[src/design/irp_ram.sv]
// Single-port-write, single-port-read synchronous RAM with registered read data.
module irp_ram #(
    parameter int DATA_W = 8,
    parameter int DEPTH  = 16
) (
    input  logic                     aclk,
    input  logic                     rd_en,
    input  logic [$clog2(DEPTH)-1:0] rd_addr,
    output logic [DATA_W-1:0]        rd_data,
    input  logic                     wr_en,
    input  logic [$clog2(DEPTH)-1:0] wr_addr,
    input  logic [DATA_W-1:0]        wr_data
);

    logic [DATA_W-1:0] mem [DEPTH];
    logic [DATA_W-1:0] rd_data_reg;

    always_ff @(posedge aclk) begin
        if (wr_en) begin
            mem[wr_addr] <= wr_data;
        end
        if (rd_en) begin
            rd_data_reg <= mem[rd_addr];
        end
    end

    assign rd_data = rd_data_reg;

endmodule

[config.mk]
export PLATFORM = sky130hd
export DESIGN_NAME = irp_ram
export DESIGN_NICKNAME = d
export VERILOG_FILES = /design/src/design/irp_ram.sv
export SDC_FILE = /design/constraint.sdc
export NUM_CORES = 1
export LEC_CHECK = 0
export BUFFER_PORTS_ARGS = -buffer_cell sky130_fd_sc_hd__buf_2
export CAP_MARGIN = 20
export CORE_ASPECT_RATIO = 0.5
export CORE_UTILIZATION = 61
export DETAILED_ROUTE_END_ITERATION = 7
export GPL_TIMING_DRIVEN = 0
export PLACE_DENSITY = 0.79
export SYNTH_ARGS = -nofsm -noshare
export SYNTH_HDL_FRONTEND = slang
export SYNTH_SLANG_ARGS = --single-unit
[constraint.sdc]
create_clock -name aclk -period 4.7 [get_ports aclk]
set_clock_uncertainty 0.15 [all_clocks]
set_input_delay 0.705 -clock aclk [delete_from_list [all_inputs] [get_ports aclk]]
set_output_delay 0.705 -clock aclk [all_outputs]
set_load 0.03 [all_outputs]
# Yosys cells after proc, flatten, opt, wreduce, memory -nomap -nowiden
# Memories as Yosys holds them, arrays and structs flattened. A register that Yosys moved wholly into a read port is not among the register bits.
# Cells that the tools add are included.
[word_totals]
ff_bits = 0
latchBits = 0
ram_bits = 128
romBits = 0
input_bits = 19
wordCells = 3
n_memories = 1
[mem_list]
columns = ["memory", "words", "word_bits", "rd", "rd_ports_with_merged_regs", "write_ports", "line", "source"]
rows = [
  ["mem", 16, 8, 1, 1, 1, "15", "logic [DATA_W-1:0] mem [DEPTH];"],
]
[classes]
add_sub_neg = 0
n_mul = 0
n_div = 0
order_cmp = 0
n_eq_ne = 0
shift = 0
mux = 2
n_bitwise = 0
n_reduce_logical = 0
[ops]
columns = ["cell", "n"]
rows = [
  ["1-bit two-way mux", 2],
]

# Depth between registers and ports, before layout
# Gate-level depths: netlist (run 1).
[depth]
depth_word = 2
ltp_mapped = 5
mapped_depth_nobuf = 3

# Least setup slack after synthesis (run 1)
# No wires, ideal clock.
[synth_timing]
path_kind = "input -> register"
from = "input port wr_addr[2]"
to = "memory mem[0][0], enable pin"
arrival_time_ps = 1815
t_required_ps = 4167
path_slack_ps = 2352
cell_stages = 2
path_buffers = 0
cell_sequence = "or3b_2 -> nor3_1"
[synth_lines]
columns = ["item", "line", "source"]
rows = [
  ["start: declaration", "11", "input logic [$clog2(DEPTH)-1:0] wr_addr,"],
  ["end: declaration", "15", ""],
]
# Straight into the memory's write port.

# Worst setup path after layout (run 1)
[layout_timing]
from = "input port wr_addr[2]"
to = "memory mem[0][0], enable pin"
# Straight into the memory's write port.

==> metrics.txt, run 1 <==
# TYPE chip_impl_metric gauge
chip_impl_info{name="status",value="complete, no violations"} 1
chip_impl_metric{name="track_usage",unit="%"} 26.43
chip_impl_metric{name="power.density_cell_area",unit="nW/um2"} 464.3
chip_impl_metric{name="synth_top_cell_area_share",unit="%"} 78.12
chip_impl_metric{name="wl_per_cell",unit="um"} 25.89
chip_impl_metric{name="power.total",unit="mW"} 2.838
chip_impl_info{name="crit_path_cell_trace",value="buf_2, or3b_2, nor3_1, buf_4"} 1
chip_impl_metric{name="placed_cells",unit=""} 370
chip_impl_info{name="synth.area.top_cells",value="sky130_fd_sc_hd__edfxtp_1 (78%), sky130_fd_sc_hd__mux4_2 (7.8%), sky130_fd_sc_hd__mux4_1 (7.0%)"} 1
chip_impl_metric{name="cts-root-to-sink-buffers",unit=""} 2
chip_impl_metric{name="footprint_of_the_multi_input_gates",unit="um2"} 1057
chip_impl_metric{name="post_synth.cell_area_avg",unit="um2"} 22.83
chip_impl_metric{name="cts_num_sinks",unit=""} 136
chip_impl_metric{name="final_antenna_net_count",unit=""} 0
chip_impl_metric{name="slew_at_the_pin_closest_to_its_max_slew_limit",unit="ns"} 0.8789
chip_impl_info{name="tritoncts",value="built"} 1
chip_impl_info{name="critPathLaunch",value="wr_addr[2]"} 1
chip_impl_metric{name="final_layout_size_suffix_gt1_share",unit="%"} 28.28
chip_impl_metric{name="largest_reg_flops",unit=""} 128
chip_impl_metric{name="holdBufCountCts",unit=""} 0
chip_impl_metric{name="timing.fmax",unit="MHz"} 475.0
chip_impl_info{name="netlist_top_cells_count",value="sky130_fd_sc_hd__edfxtp_1 (136), sky130_fd_sc_hd__mux4_2 (18), sky130_fd_sc_hd__a22oi_1 (16)"} 1
chip_impl_metric{name="final.setup.tns",unit="ns"} 0
chip_impl_metric{name="cts_made_buffers",unit=""} 17
chip_impl_metric{name="floorplan.initialDensity",unit="%"} 64.19
chip_impl_metric{name="final_core_utilization",unit="%"} 75.07
chip_impl_info{name="rsz0062_at_grt",value="no"} 1
chip_impl_metric{name="seq_area_frac_synth",unit="%"} 78.12
chip_impl_metric{name="final_area",unit="um2"} 6113
chip_impl_info{name="worst_setup_path_start_kind",value="input port"} 1
chip_impl_metric{name="postSynthCellCount",unit=""} 229
chip_impl_info{name="critical-path-top-delay-family",value="simple AND/OR/NAND/NOR gates"} 1
chip_impl_metric{name="vdd.ir_drop.worst",unit="mV"} 0.3670
chip_impl_metric{name="total_number_of_yosys_warnings",unit=""} 0
chip_impl_metric{name="vias_per_cell",unit=""} 6.423
chip_impl_metric{name="drv_slew",unit=""} 0
chip_impl_metric{name="synth_enable_flop_cells",unit=""} 136
chip_impl_metric{name="die_width",unit="um"} 132.9
chip_impl_metric{name="die_area",unit="um2"} 8966
chip_impl_info{name="hp-start",value="rd_en"} 1
chip_impl_info{name="timing.hold.worst.class",value="in2reg"} 1
chip_impl_metric{name="nFillCells",unit=""} 434
chip_impl_metric{name="place_worst_setup_slack",unit="ns"} 2.168
chip_impl_metric{name="setup-violations-final",unit=""} 0
chip_impl_metric{name="seqCellArea",unit="um2"} 4084
chip_impl_metric{name="cts-htree-levels",unit=""} 4
chip_impl_metric{name="core.rowCount",unit=""} 23
chip_impl_metric{name="route.vias.total",unit=""} 2582
chip_impl_metric{name="drt_iter0_drc",unit=""} 280
chip_impl_info{name="cts_root_buffer",value="sky130_fd_sc_hd__clkbuf_16"} 1
chip_impl_metric{name="drtPass1Iterations",unit=""} 5
chip_impl_info{name="critical_path_class",value="in2reg"} 1
chip_impl_metric{name="hold_viol",unit=""} 0
chip_impl_metric{name="cp_max_fo",unit=""} 5
chip_impl_metric{name="finish.cell_count_without_fillers",unit=""} 402
chip_impl_metric{name="cp.required",unit="ns"} 4.68
chip_impl_metric{name="post_cts_repair_setup_buffers",unit=""} 0
chip_impl_metric{name="postSynth.asyncResetShare",unit="%"} 0
chip_impl_metric{name="flow.area_growth_from_synthesis",unit="%"} 16.95
chip_impl_info{name="r2r-start",value="mem[1][1]"} 1
chip_impl_metric{name="design.core.area",unit="um2"} 8144
chip_impl_info{name="post-synth-top-count-cell",value="sky130_fd_sc_hd__edfxtp_1"} 1
chip_impl_info{name="endpoint_class_of_the_critical_path",value="flop"} 1
chip_impl_metric{name="synth_nets",unit=""} 248
chip_impl_metric{name="io_buffers",unit=""} 25
chip_impl_metric{name="slew-limit-headroom",unit="%"} 41.19
chip_impl_metric{name="worstPathBufferInverterCount",unit=""} 2
chip_impl_metric{name="quantity_of_gates_resized_following_cts",unit=""} 0
chip_impl_info{name="crit_path_top_delay_cell",value="sky130_fd_sc_hd__or3b_2"} 1
chip_impl_metric{name="max-cap-violations",unit=""} 0
chip_impl_metric{name="ys_ff_latch",unit=""} 136
chip_impl_metric{name="drt_wl_total",unit="um"} 10410
chip_impl_metric{name="post-dp-hpwl",unit="um"} 6666
chip_impl_metric{name="count_of_inserted_antenna_diode_cells",unit=""} 0
chip_impl_metric{name="clkSlewWorstSetupHoldPaths",unit="ns"} 0.05
chip_impl_metric{name="overflow",unit=""} 0
chip_impl_metric{name="die_h",unit="um"} 67.46
chip_impl_info{name="most_area_hungry_cell_type_in_the_yosys_netlist",value="sky130_fd_sc_hd__edfxtp_1"} 1
chip_impl_info{name="ys_dominant_reg_cell",value="sky130_fd_sc_hd__edfxtp_1"} 1
chip_impl_metric{name="worst_path_largest_cell_delay",unit="ns"} 0.52
chip_impl_metric{name="whs",unit="ns"} 0.4672
chip_impl_metric{name="final_critical_path_setup_slack",unit="ns"} 2.595
chip_impl_metric{name="p_leak",unit="nW"} 2.065
chip_impl_metric{name="final_net_count",unit=""} 296
chip_impl_metric{name="grt_max_degree",unit=""} 17
chip_impl_metric{name="grt_antenna_before_repair",unit=""} 0
chip_impl_metric{name="clock_latency",unit="ns"} 0.41
chip_impl_metric{name="final_period_minus_worst_setup_slack",unit="ns"} 2.105
chip_impl_metric{name="netlist_area",unit="um2"} 5228
chip_impl_metric{name="placedInstanceArea",unit="um2"} 5523
chip_impl_metric{name="critPathArrivalTime",unit="ns"} 2.08
chip_impl_metric{name="detail_route.drc_violations",unit=""} 0
chip_impl_metric{name="gp_congestion",unit=""} 0.8939
chip_impl_metric{name="grt_pass1_vias",unit=""} 2599
chip_impl_metric{name="synth_cell_types",unit=""} 18
chip_impl_metric{name="timing.final.crit_share",unit="%"} 44.79
chip_impl_metric{name="grt_pass1_wl",unit="um"} 15170
chip_impl_metric{name="ioPinCount",unit=""} 27
==> layout by cell type, fill, tap and decap left out <==
master,n
sky130_fd_sc_hd__clkinv_1,7
sky130_fd_sc_hd__and2b_1,1
sky130_fd_sc_hd__bufinv_16,4
sky130_fd_sc_hd__buf_6,3
sky130_fd_sc_hd__clkinv_2,3
sky130_fd_sc_hd__mux4_2,18
sky130_fd_sc_hd__clkbuf_16,17
sky130_fd_sc_hd__nand3b_1,2
sky130_fd_sc_hd__nor2_1,13
sky130_fd_sc_hd__nand3_1,1
sky130_fd_sc_hd__nand2b_1,2
sky130_fd_sc_hd__a22oi_1,16
sky130_fd_sc_hd__nand2_1,9
sky130_fd_sc_hd__or3b_2,1
sky130_fd_sc_hd__buf_2,28
sky130_fd_sc_hd__clkdlybuf4s25_2,3
sky130_fd_sc_hd__clkbuf_1,1
sky130_fd_sc_hd__edfxtp_1,136
sky130_fd_sc_hd__buf_4,5
sky130_fd_sc_hd__and2_1,1
sky130_fd_sc_hd__nor3_1,4
sky130_fd_sc_hd__mux4_1,14
sky130_fd_sc_hd__nor2b_1,1
==> kinds of logic (layout without fill, tap and decap cells) <==
logic type,Yosys count,in the layout,share of synthesized area [%]
multiplexers,32,32,14.79
AO/OA/AOI/OAI,16,16,2.298
flip-flops,136,136,78.12
buffers and inverters,10,71,1.651
AND/OR/NAND/NOR,35,35,3.136
==> report_power, final <==
part           switching [mW]  internal (mW)  leakage (nW)
Clock                   0.453          0.869         0.290
Sequential            0.00743           1.37          1.24
Combinational          0.0869         0.0533         0.539
Total                   0.548           2.29          2.07
==> area by class of cell <==
| type | count | share of cell area (%) |
|---|---|---|
| Clock buffer | 18 | 7.020 |
| Tap cell | 112 | 2.292 |
| Sequential cell | 136 | 66.80 |
| Buffer | 10 | 1.412 |
| Clock inverter | 14 | 2.640 |
| Timing Repair Buffer | 29 | 2.538 |
| Multi-Input combinational cell | 83 | 17.29 |
==> final timing paths <==
check	endpoint	slack, ns	depth (start not counted)
hold reg to reg	rd_data[3]	0.62	3
hold / removal	rd_data[5]	0.47	1
setup reg to reg	rd_data[1]	2.85	3
setup / recovery	mem[0][0]	2.59	4
==> layer usage <==
metal | part of all wire, % | vias up | wire length [um] | global-route usage [%]
met2 | 45 | 166 | 4725 | 40.51
met1 | 41 | 1304 | 4298 | 33.91
met5 | 0 | - | 0 | 0
li1 | - | 1080 | - | -
met4 | 3.1 | 0 | 318 | 12.36
met3 | 10 | 32 | 1064 | 10.81
Power figures use the tool's default switching activity.
==> run 2: changes to the inputs <==
--- a/config.mk
+++ b/config.mk
@@ -8,10 +8,10 @@
 export BUFFER_PORTS_ARGS = -buffer_cell sky130_fd_sc_hd__buf_2
 export CAP_MARGIN = 20
 export CORE_ASPECT_RATIO = 0.5
-export CORE_UTILIZATION = 61
+export CORE_UTILIZATION = 54
 export DETAILED_ROUTE_END_ITERATION = 7
 export GPL_TIMING_DRIVEN = 0
-export PLACE_DENSITY = 0.79
+export PLACE_DENSITY = 0.74
 export SYNTH_ARGS = -nofsm -noshare
 export SYNTH_HDL_FRONTEND = slang
 export SYNTH_SLANG_ARGS = --single-unit
==> constraint.sdc (replaced) <==
create_clock -name aclk -period 1.8 [get_ports aclk]
set_clock_uncertainty 0.15 [all_clocks]
set_input_delay 0.27 -clock aclk [delete_from_list [all_inputs] [get_ports aclk]]
set_output_delay 0.27 -clock aclk [all_outputs]
set_load 0.03 [all_outputs]
==> run 2 against run 1 <==
Against the previous run: highest routed layer unchanged; sequential power rose to 2.6 times the previous value; critical path depth down 1; worst setup slack worse by 2.6 ns; count of clock-buffer cells in the layout down 1; clock power up 150%; final cell count up 4.2%; hold slack worse by 0.43 ns; largest cell class unchanged; flip-flop and latch count unchanged; power rose to 2.5 times the previous value.
==> metrics.txt, run 2 (same netlist as run 1, synthesis figures left out) <==
# TYPE chip_impl_metric gauge
chip_impl_metric{name="drv_slew",unit=""} 0
chip_impl_metric{name="count_of_inserted_antenna_diode_cells",unit=""} 0
chip_impl_metric{name="vdd.ir_drop.worst",unit="mV"} 0.6051
chip_impl_metric{name="slew-limit-headroom",unit="%"} 44.54
chip_impl_metric{name="floorplan.initialDensity",unit="%"} 57.83
chip_impl_info{name="final_common_cell",value="sky130_fd_sc_hd__edfxtp_1"} 1
chip_impl_metric{name="ioPinCount",unit=""} 27
chip_impl_metric{name="gp_congestion",unit=""} 0.8020
chip_impl_metric{name="max-cap-violations",unit=""} 0
chip_impl_metric{name="drtPass1Iterations",unit=""} 5
chip_impl_info{name="status",value="complete, no violations"} 1
chip_impl_metric{name="route.vias.total",unit=""} 2526
chip_impl_info{name="timing.hold.worst.class",value="in2reg"} 1
chip_impl_metric{name="hold_viol",unit=""} 0
chip_impl_metric{name="flow.area_growth_from_synthesis",unit="%"} 17.02
chip_impl_metric{name="grt_pass1_wl",unit="um"} 14860
chip_impl_metric{name="setup-violations-final",unit=""} 0
chip_impl_metric{name="critPathArrivalTime",unit="ns"} 1.78
chip_impl_metric{name="grt_antenna_before_repair",unit=""} 0
chip_impl_metric{name="power.total",unit="mW"} 7.206
chip_impl_info{name="endpoint_class_of_the_critical_path",value="flop"} 1
chip_impl_metric{name="clock_latency",unit="ns"} 0.41
chip_impl_metric{name="final_area",unit="um2"} 6117
chip_impl_metric{name="final_antenna_net_count",unit=""} 0
chip_impl_info{name="cts_root_buffer",value="sky130_fd_sc_hd__clkbuf_16"} 1
chip_impl_metric{name="overflow",unit=""} 0
chip_impl_metric{name="post-dp-hpwl",unit="um"} 6241
chip_impl_metric{name="design.core.area",unit="um2"} 9039
chip_impl_info{name="critical_path_class",value="reg2reg"} 1
chip_impl_metric{name="nFillCells",unit=""} 546
chip_impl_metric{name="placedInstanceArea",unit="um2"} 5540
chip_impl_metric{name="seqCellArea",unit="um2"} 4084
chip_impl_metric{name="timing.fmax",unit="MHz"} 563.7
chip_impl_metric{name="drt_iter0_drc",unit=""} 302
chip_impl_metric{name="wl_per_cell",unit="um"} 23.78
chip_impl_metric{name="die_area",unit="um2"} 10100
chip_impl_metric{name="finish.cell_count_without_fillers",unit=""} 419
chip_impl_metric{name="track_usage",unit="%"} 22.32
chip_impl_metric{name="largest_reg_flops",unit=""} 128
chip_impl_metric{name="slew_at_the_pin_closest_to_its_max_slew_limit",unit="ns"} 0.8289
chip_impl_metric{name="final_period_minus_worst_setup_slack",unit="ns"} 1.774
chip_impl_metric{name="core.rowCount",unit=""} 24
chip_impl_metric{name="cts_num_sinks",unit=""} 136
chip_impl_metric{name="p_leak",unit="nW"} 2.043
chip_impl_metric{name="clkSlewWorstSetupHoldPaths",unit="ns"} 0.06
chip_impl_metric{name="vias_per_cell",unit=""} 6.029
chip_impl_metric{name="die_h",unit="um"} 71.57
chip_impl_metric{name="cts-root-to-sink-buffers",unit=""} 2
chip_impl_metric{name="die_width",unit="um"} 141.1
chip_impl_metric{name="footprint_of_the_multi_input_gates",unit="um2"} 1077
chip_impl_metric{name="cp.required",unit="ns"} 1.81
chip_impl_metric{name="cts-htree-levels",unit=""} 4
chip_impl_info{name="rsz0062_at_grt",value="no"} 1
chip_impl_metric{name="detail_route.drc_violations",unit=""} 0
chip_impl_metric{name="io_buffers",unit=""} 25
chip_impl_metric{name="final_net_count",unit=""} 295
chip_impl_metric{name="cp_max_fo",unit=""} 1
chip_impl_metric{name="drt_wl_total",unit="um"} 9964
chip_impl_metric{name="grt_max_degree",unit=""} 17
chip_impl_info{name="tritoncts",value="built"} 1
chip_impl_info{name="worst_setup_path_start_kind",value="flop"} 1
chip_impl_metric{name="timing.final.crit_share",unit="%"} 98.56
chip_impl_metric{name="post_cts_repair_setup_buffers",unit=""} 0
chip_impl_metric{name="grt_pass1_vias",unit=""} 2532
chip_impl_metric{name="power.density_cell_area",unit="nW/um2"} 1178
chip_impl_metric{name="final_layout_size_suffix_gt1_share",unit="%"} 31.14
chip_impl_metric{name="placed_cells",unit=""} 387
chip_impl_metric{name="cts_made_buffers",unit=""} 17
chip_impl_info{name="layout_common_cells",value="sky130_fd_sc_hd__edfxtp_1 (136), sky130_fd_sc_hd__buf_2 (29), sky130_fd_sc_hd__mux4_2 (18)"} 1
## run 2: cell count changes in the layout (fill, tap and decap cells not counted), sizes merged
cell      change
bufinv        -2
clkbuf        -1
buf           -1
clkinvlp      +3
## run 2: timing repair
action	in CTS	in global routing
gates resized for setup	0	3
hold buffers	0	0
setup endpoints to repair	0	3
## run 2: cell type report
cell class	count	area share [%]
buffer	10	1.411
clock buffer	17	6.954
clock inverter	15	2.229
multi-input combinational	83	17.61
sequential	136	66.76
tap	130	2.659
timing repair buffer	28	2.373
## run 2: worst paths after layout
check	endpoint	slack, ns	startpoint	depth (start not counted)
max	rd_data[2]	0.03	mem[3][2]	3
min	rd_data[5]	0.04	rd_en	1
max reg2reg	rd_data[2]	0.03	mem[3][2]	3
min reg2reg	rd_data[2]	0.60	mem[12][2]	3
## run 2: worst max-delay path, stage by stage, from the launching register on
cell and delay, ns:
sky130_fd_sc_hd__edfxtp_1 0.38, sky130_fd_sc_hd__mux4_1 0.52, sky130_fd_sc_hd__a22oi_1 0.38, sky130_fd_sc_hd__nand2_1 0.09
## run 2: metal layers
metal / routed length [um] / track usage, %
met2: 4915 / 34.54
met4: 101 / 8.213
met1: 4117 / 28.42
met5: 0 / 0
met3: 829 / 9.960
## run 2: where the power goes
part           switching (mW)  total (mW)  internal [mW]  leakage (nW)
Sequential             0.0166        3.59           3.57          1.24
Combinational           0.229       0.369          0.141         0.536
Clock                    1.24        3.25           2.01         0.271
## run 2: metrics by stage
step	hold WS [ns]	TNS (ns)	setup WS [ns]	util, %
4_1_cts	0.03072	0	0.02942	67.51
2_1_floorplan	0.2189	0	0.09759	-
3_5_place_dp	0.4655	-10.90	-0.3073	61.30
3_3_place_gp	0.4461	-16.05	-0.3092	61.07
6_report	0.03869	0	0.02591	67.68
5_1_grt	0.04430	0	0.003245	67.68
==> run 3: changes to the inputs <==
--- a/config.mk
+++ b/config.mk
@@ -8,10 +8,10 @@
 export BUFFER_PORTS_ARGS = -buffer_cell sky130_fd_sc_hd__buf_2
 export CAP_MARGIN = 20
 export CORE_ASPECT_RATIO = 0.5
-export CORE_UTILIZATION = 54
+export CORE_UTILIZATION = 35
 export DETAILED_ROUTE_END_ITERATION = 7
 export GPL_TIMING_DRIVEN = 0
-export PLACE_DENSITY = 0.74
+export MAX_ROUTING_LAYER = met4
 export SYNTH_ARGS = -nofsm -noshare
 export SYNTH_HDL_FRONTEND = slang
 export SYNTH_SLANG_ARGS = --single-unit
==> run 3 against run 2 <==
Against the previous run: the flow now finishes with violations (setup timing); routed wire length down 0.79%; register-to-register slack worse by 0.06 ns; power up 4.1%; combinational power up 1%; global-route usage down 8.3 points; design area up 2.1%; worst setup slack worse by 0.058 ns; flip-flop and latch count unchanged; critical endpoint is now rd_data[1]; largest cell class unchanged; largest power group unchanged; highest routed layer unchanged.
==> metrics.txt, run 3 (same netlist as run 1, synthesis figures left out) <==
# TYPE chip_impl_metric gauge
chip_impl_metric{name="clkSlewWorstSetupHoldPaths",unit="ns"} 0.06
chip_impl_metric{name="final_layout_size_suffix_gt1_share",unit="%"} 30.90
chip_impl_metric{name="final_period_minus_worst_setup_slack",unit="ns"} 1.832
chip_impl_metric{name="max-cap-violations",unit=""} 0
chip_impl_metric{name="power.share.switching",unit="%"} 19.91
chip_impl_metric{name="route.vias.total",unit=""} 2446
chip_impl_info{name="cts_root_buffer",value="sky130_fd_sc_hd__clkbuf_16"} 1
chip_impl_metric{name="power.switching",unit="mW"} 1.494
chip_impl_info{name="layout_common_cells",value="sky130_fd_sc_hd__edfxtp_1 (136), sky130_fd_sc_hd__buf_2 (30), sky130_fd_sc_hd__mux4_2 (18)"} 1
chip_impl_info{name="status",value="finished with violations"} 1
chip_impl_metric{name="largest_reg_flops",unit=""} 128
chip_impl_metric{name="drt_wl_total",unit="um"} 9885
chip_impl_info{name="rsz0062_at_grt",value="no"} 1
chip_impl_metric{name="floorplan.initialDensity",unit="%"} 36.04
chip_impl_metric{name="min_delay_path_depth",unit=""} 1
chip_impl_metric{name="hold_viol",unit=""} 0
chip_impl_metric{name="quantity_of_gates_resized_following_cts",unit=""} 0
chip_impl_metric{name="power.density_cell_area",unit="nW/um2"} 1201
chip_impl_metric{name="io_buffers",unit=""} 25
chip_impl_metric{name="cp.required",unit="ns"} 1.79
chip_impl_metric{name="grt_pass1_vias",unit=""} 2438
chip_impl_metric{name="power.share.combinational",unit="%"} 5.0
chip_impl_info{name="critical_path_class",value="reg2reg"} 1
chip_impl_metric{name="vias_per_cell",unit=""} 5.033
chip_impl_metric{name="r2r.worst_path.cells",unit=""} 3
chip_impl_metric{name="whs",unit="ns"} 0.03311
chip_impl_metric{name="power.clock.fraction",unit="%"} 47.3
chip_impl_metric{name="timing.fmax",unit="MHz"} 545.7
chip_impl_metric{name="drv_slew",unit=""} 0
chip_impl_metric{name="gp_congestion",unit=""} 0.8705
chip_impl_metric{name="setup-violations-final",unit=""} 2
chip_impl_metric{name="critPathArrivalTime",unit="ns"} 1.82
chip_impl_metric{name="cts_made_buffers",unit=""} 17
chip_impl_metric{name="final_net_count",unit=""} 295
chip_impl_metric{name="design.core.area",unit="um2"} 14510
chip_impl_metric{name="final_core_utilization",unit="%"} 43.06
chip_impl_metric{name="die_width",unit="um"} 174.8
chip_impl_metric{name="slew_at_the_pin_closest_to_its_max_slew_limit",unit="ns"} 0.8164
chip_impl_info{name="tritoncts",value="built"} 1
chip_impl_metric{name="clock_latency",unit="ns"} 0.41
chip_impl_metric{name="post_cts_repair_setup_buffers",unit=""} 0
chip_impl_metric{name="count_of_inserted_antenna_diode_cells",unit=""} 0
chip_impl_metric{name="final_critical_path_setup_slack",unit="ns"} -0.03240
chip_impl_metric{name="die_h",unit="um"} 88.42
chip_impl_info{name="endpoint_class_of_the_critical_path",value="flop"} 1
chip_impl_metric{name="grt_antenna_before_repair",unit=""} 0
chip_impl_metric{name="drtPass1Iterations",unit=""} 5
chip_impl_info{name="failed_checks",value="setup timing"} 1
chip_impl_metric{name="cts-root-to-sink-buffers",unit=""} 2
chip_impl_metric{name="grt_max_degree",unit=""} 17
chip_impl_info{name="timing.hold.worst.class",value="in2reg"} 1
chip_impl_metric{name="flow.area_growth_from_synthesis",unit="%"} 19.48
chip_impl_metric{name="share_seq_of_total_power",unit="%"} 47.8
chip_impl_metric{name="drt_iter0_drc",unit=""} 217
chip_impl_metric{name="track_usage",unit="%"} 14.06
chip_impl_metric{name="p_leak",unit="nW"} 2.064
chip_impl_metric{name="core.rowCount",unit=""} 31
chip_impl_info{name="final_common_cell",value="sky130_fd_sc_hd__edfxtp_1"} 1
chip_impl_metric{name="slew-limit-headroom",unit="%"} 45.37
chip_impl_metric{name="die_area",unit="um2"} 15460
chip_impl_metric{name="grt_pass1_wl",unit="um"} 14560
chip_impl_metric{name="cell_int_power",unit="mW"} 6.010
chip_impl_metric{name="overflow",unit=""} 0
chip_impl_metric{name="ioPinCount",unit=""} 27
chip_impl_metric{name="timing.final.crit_share",unit="%"} 101.8
chip_impl_metric{name="holdBufCountCts",unit=""} 0
chip_impl_metric{name="wl_per_cell",unit="um"} 20.34
chip_impl_metric{name="post-dp-hpwl",unit="um"} 6446
chip_impl_metric{name="final_antenna_net_count",unit=""} 0
chip_impl_metric{name="detail_route.drc_violations",unit=""} 0
chip_impl_info{name="worst_setup_path_start_kind",value="flop"} 1
chip_impl_metric{name="power.total",unit="mW"} 7.504
chip_impl_metric{name="cp_max_fo",unit=""} 1
chip_impl_metric{name="vdd.ir_drop.worst",unit="mV"} 0.5464
chip_impl_metric{name="cts_num_sinks",unit=""} 136
chip_impl_metric{name="cts-htree-levels",unit=""} 4
-- run 3: worst paths after layout --
path                            startpoint    endpoint  slack (ns)
worst max register to register   mem[0][1]  rd_data[1]       -0.03
worst min register to register  mem[14][3]  rd_data[3]        0.62
worst min-delay path                 rd_en  rd_data[6]        0.03
worst max-delay path             mem[0][1]  rd_data[1]       -0.03
-- run 3: worst max-delay path, cell delays in order, from the launching register on --
cell	delay, ns
sky130_fd_sc_hd__edfxtp_1	0.36
sky130_fd_sc_hd__mux4_1	0.52
sky130_fd_sc_hd__a22oi_1	0.40
sky130_fd_sc_hd__nand2_1	0.12
-- run 3: stage by stage --
| stage | setup TNS [ns] | cells | area, um2 | worst slack [ns] |
|---|---|---|---|---|
| final | -0.03532 | 486 | 6246 | -0.03240 |
| after global routing | 0 | 486 | 6246 | 0.004532 |
| after CTS | 0 | 486 | 6231 | 0.004532 |
| after detailed placement | -11.55 | 455 | 5623 | -0.2923 |
| after global placement | -17.32 | 452 | 5605 | -0.3665 |
| after floorplan | 0 | 229 | 5233 | 0.09759 |
-- run 3: metal layers --
layer	part of all wire [%]	routed length, um	vias up	track usage [%]
li1	-	-	1078	-
met1	44	4300	1275	17.78
met2	49	4796	82	22.11
met3	6.4	633	11	2.577
met4	1.6	155	0	7.194
met5	0	0	-	-
-- run 3: power groups by stage --
stage / clock network [mW] / logic (mW) / registers [mW]
after global routing: 3.72 / 0.396 / 3.59
after global placement: 0 / 0.359 / 3.64
after detailed placement: 0 / 0.370 / 3.65
final: 3.55 / 0.373 / 3.58
after CTS: 3.59 / 0.370 / 3.58
after floorplan: 0 / 0.180 / 3.68
-- run 3: final cells by class --
cell class,instances,area (um2)
timing repair buffer,28,142.6
clock buffer,18,429.2
buffer,10,86.33
fill,1238,8260
sequential,136,4084
tap,198,247.7
clock inverter,13,178.9
multi-input combinational,83,1077
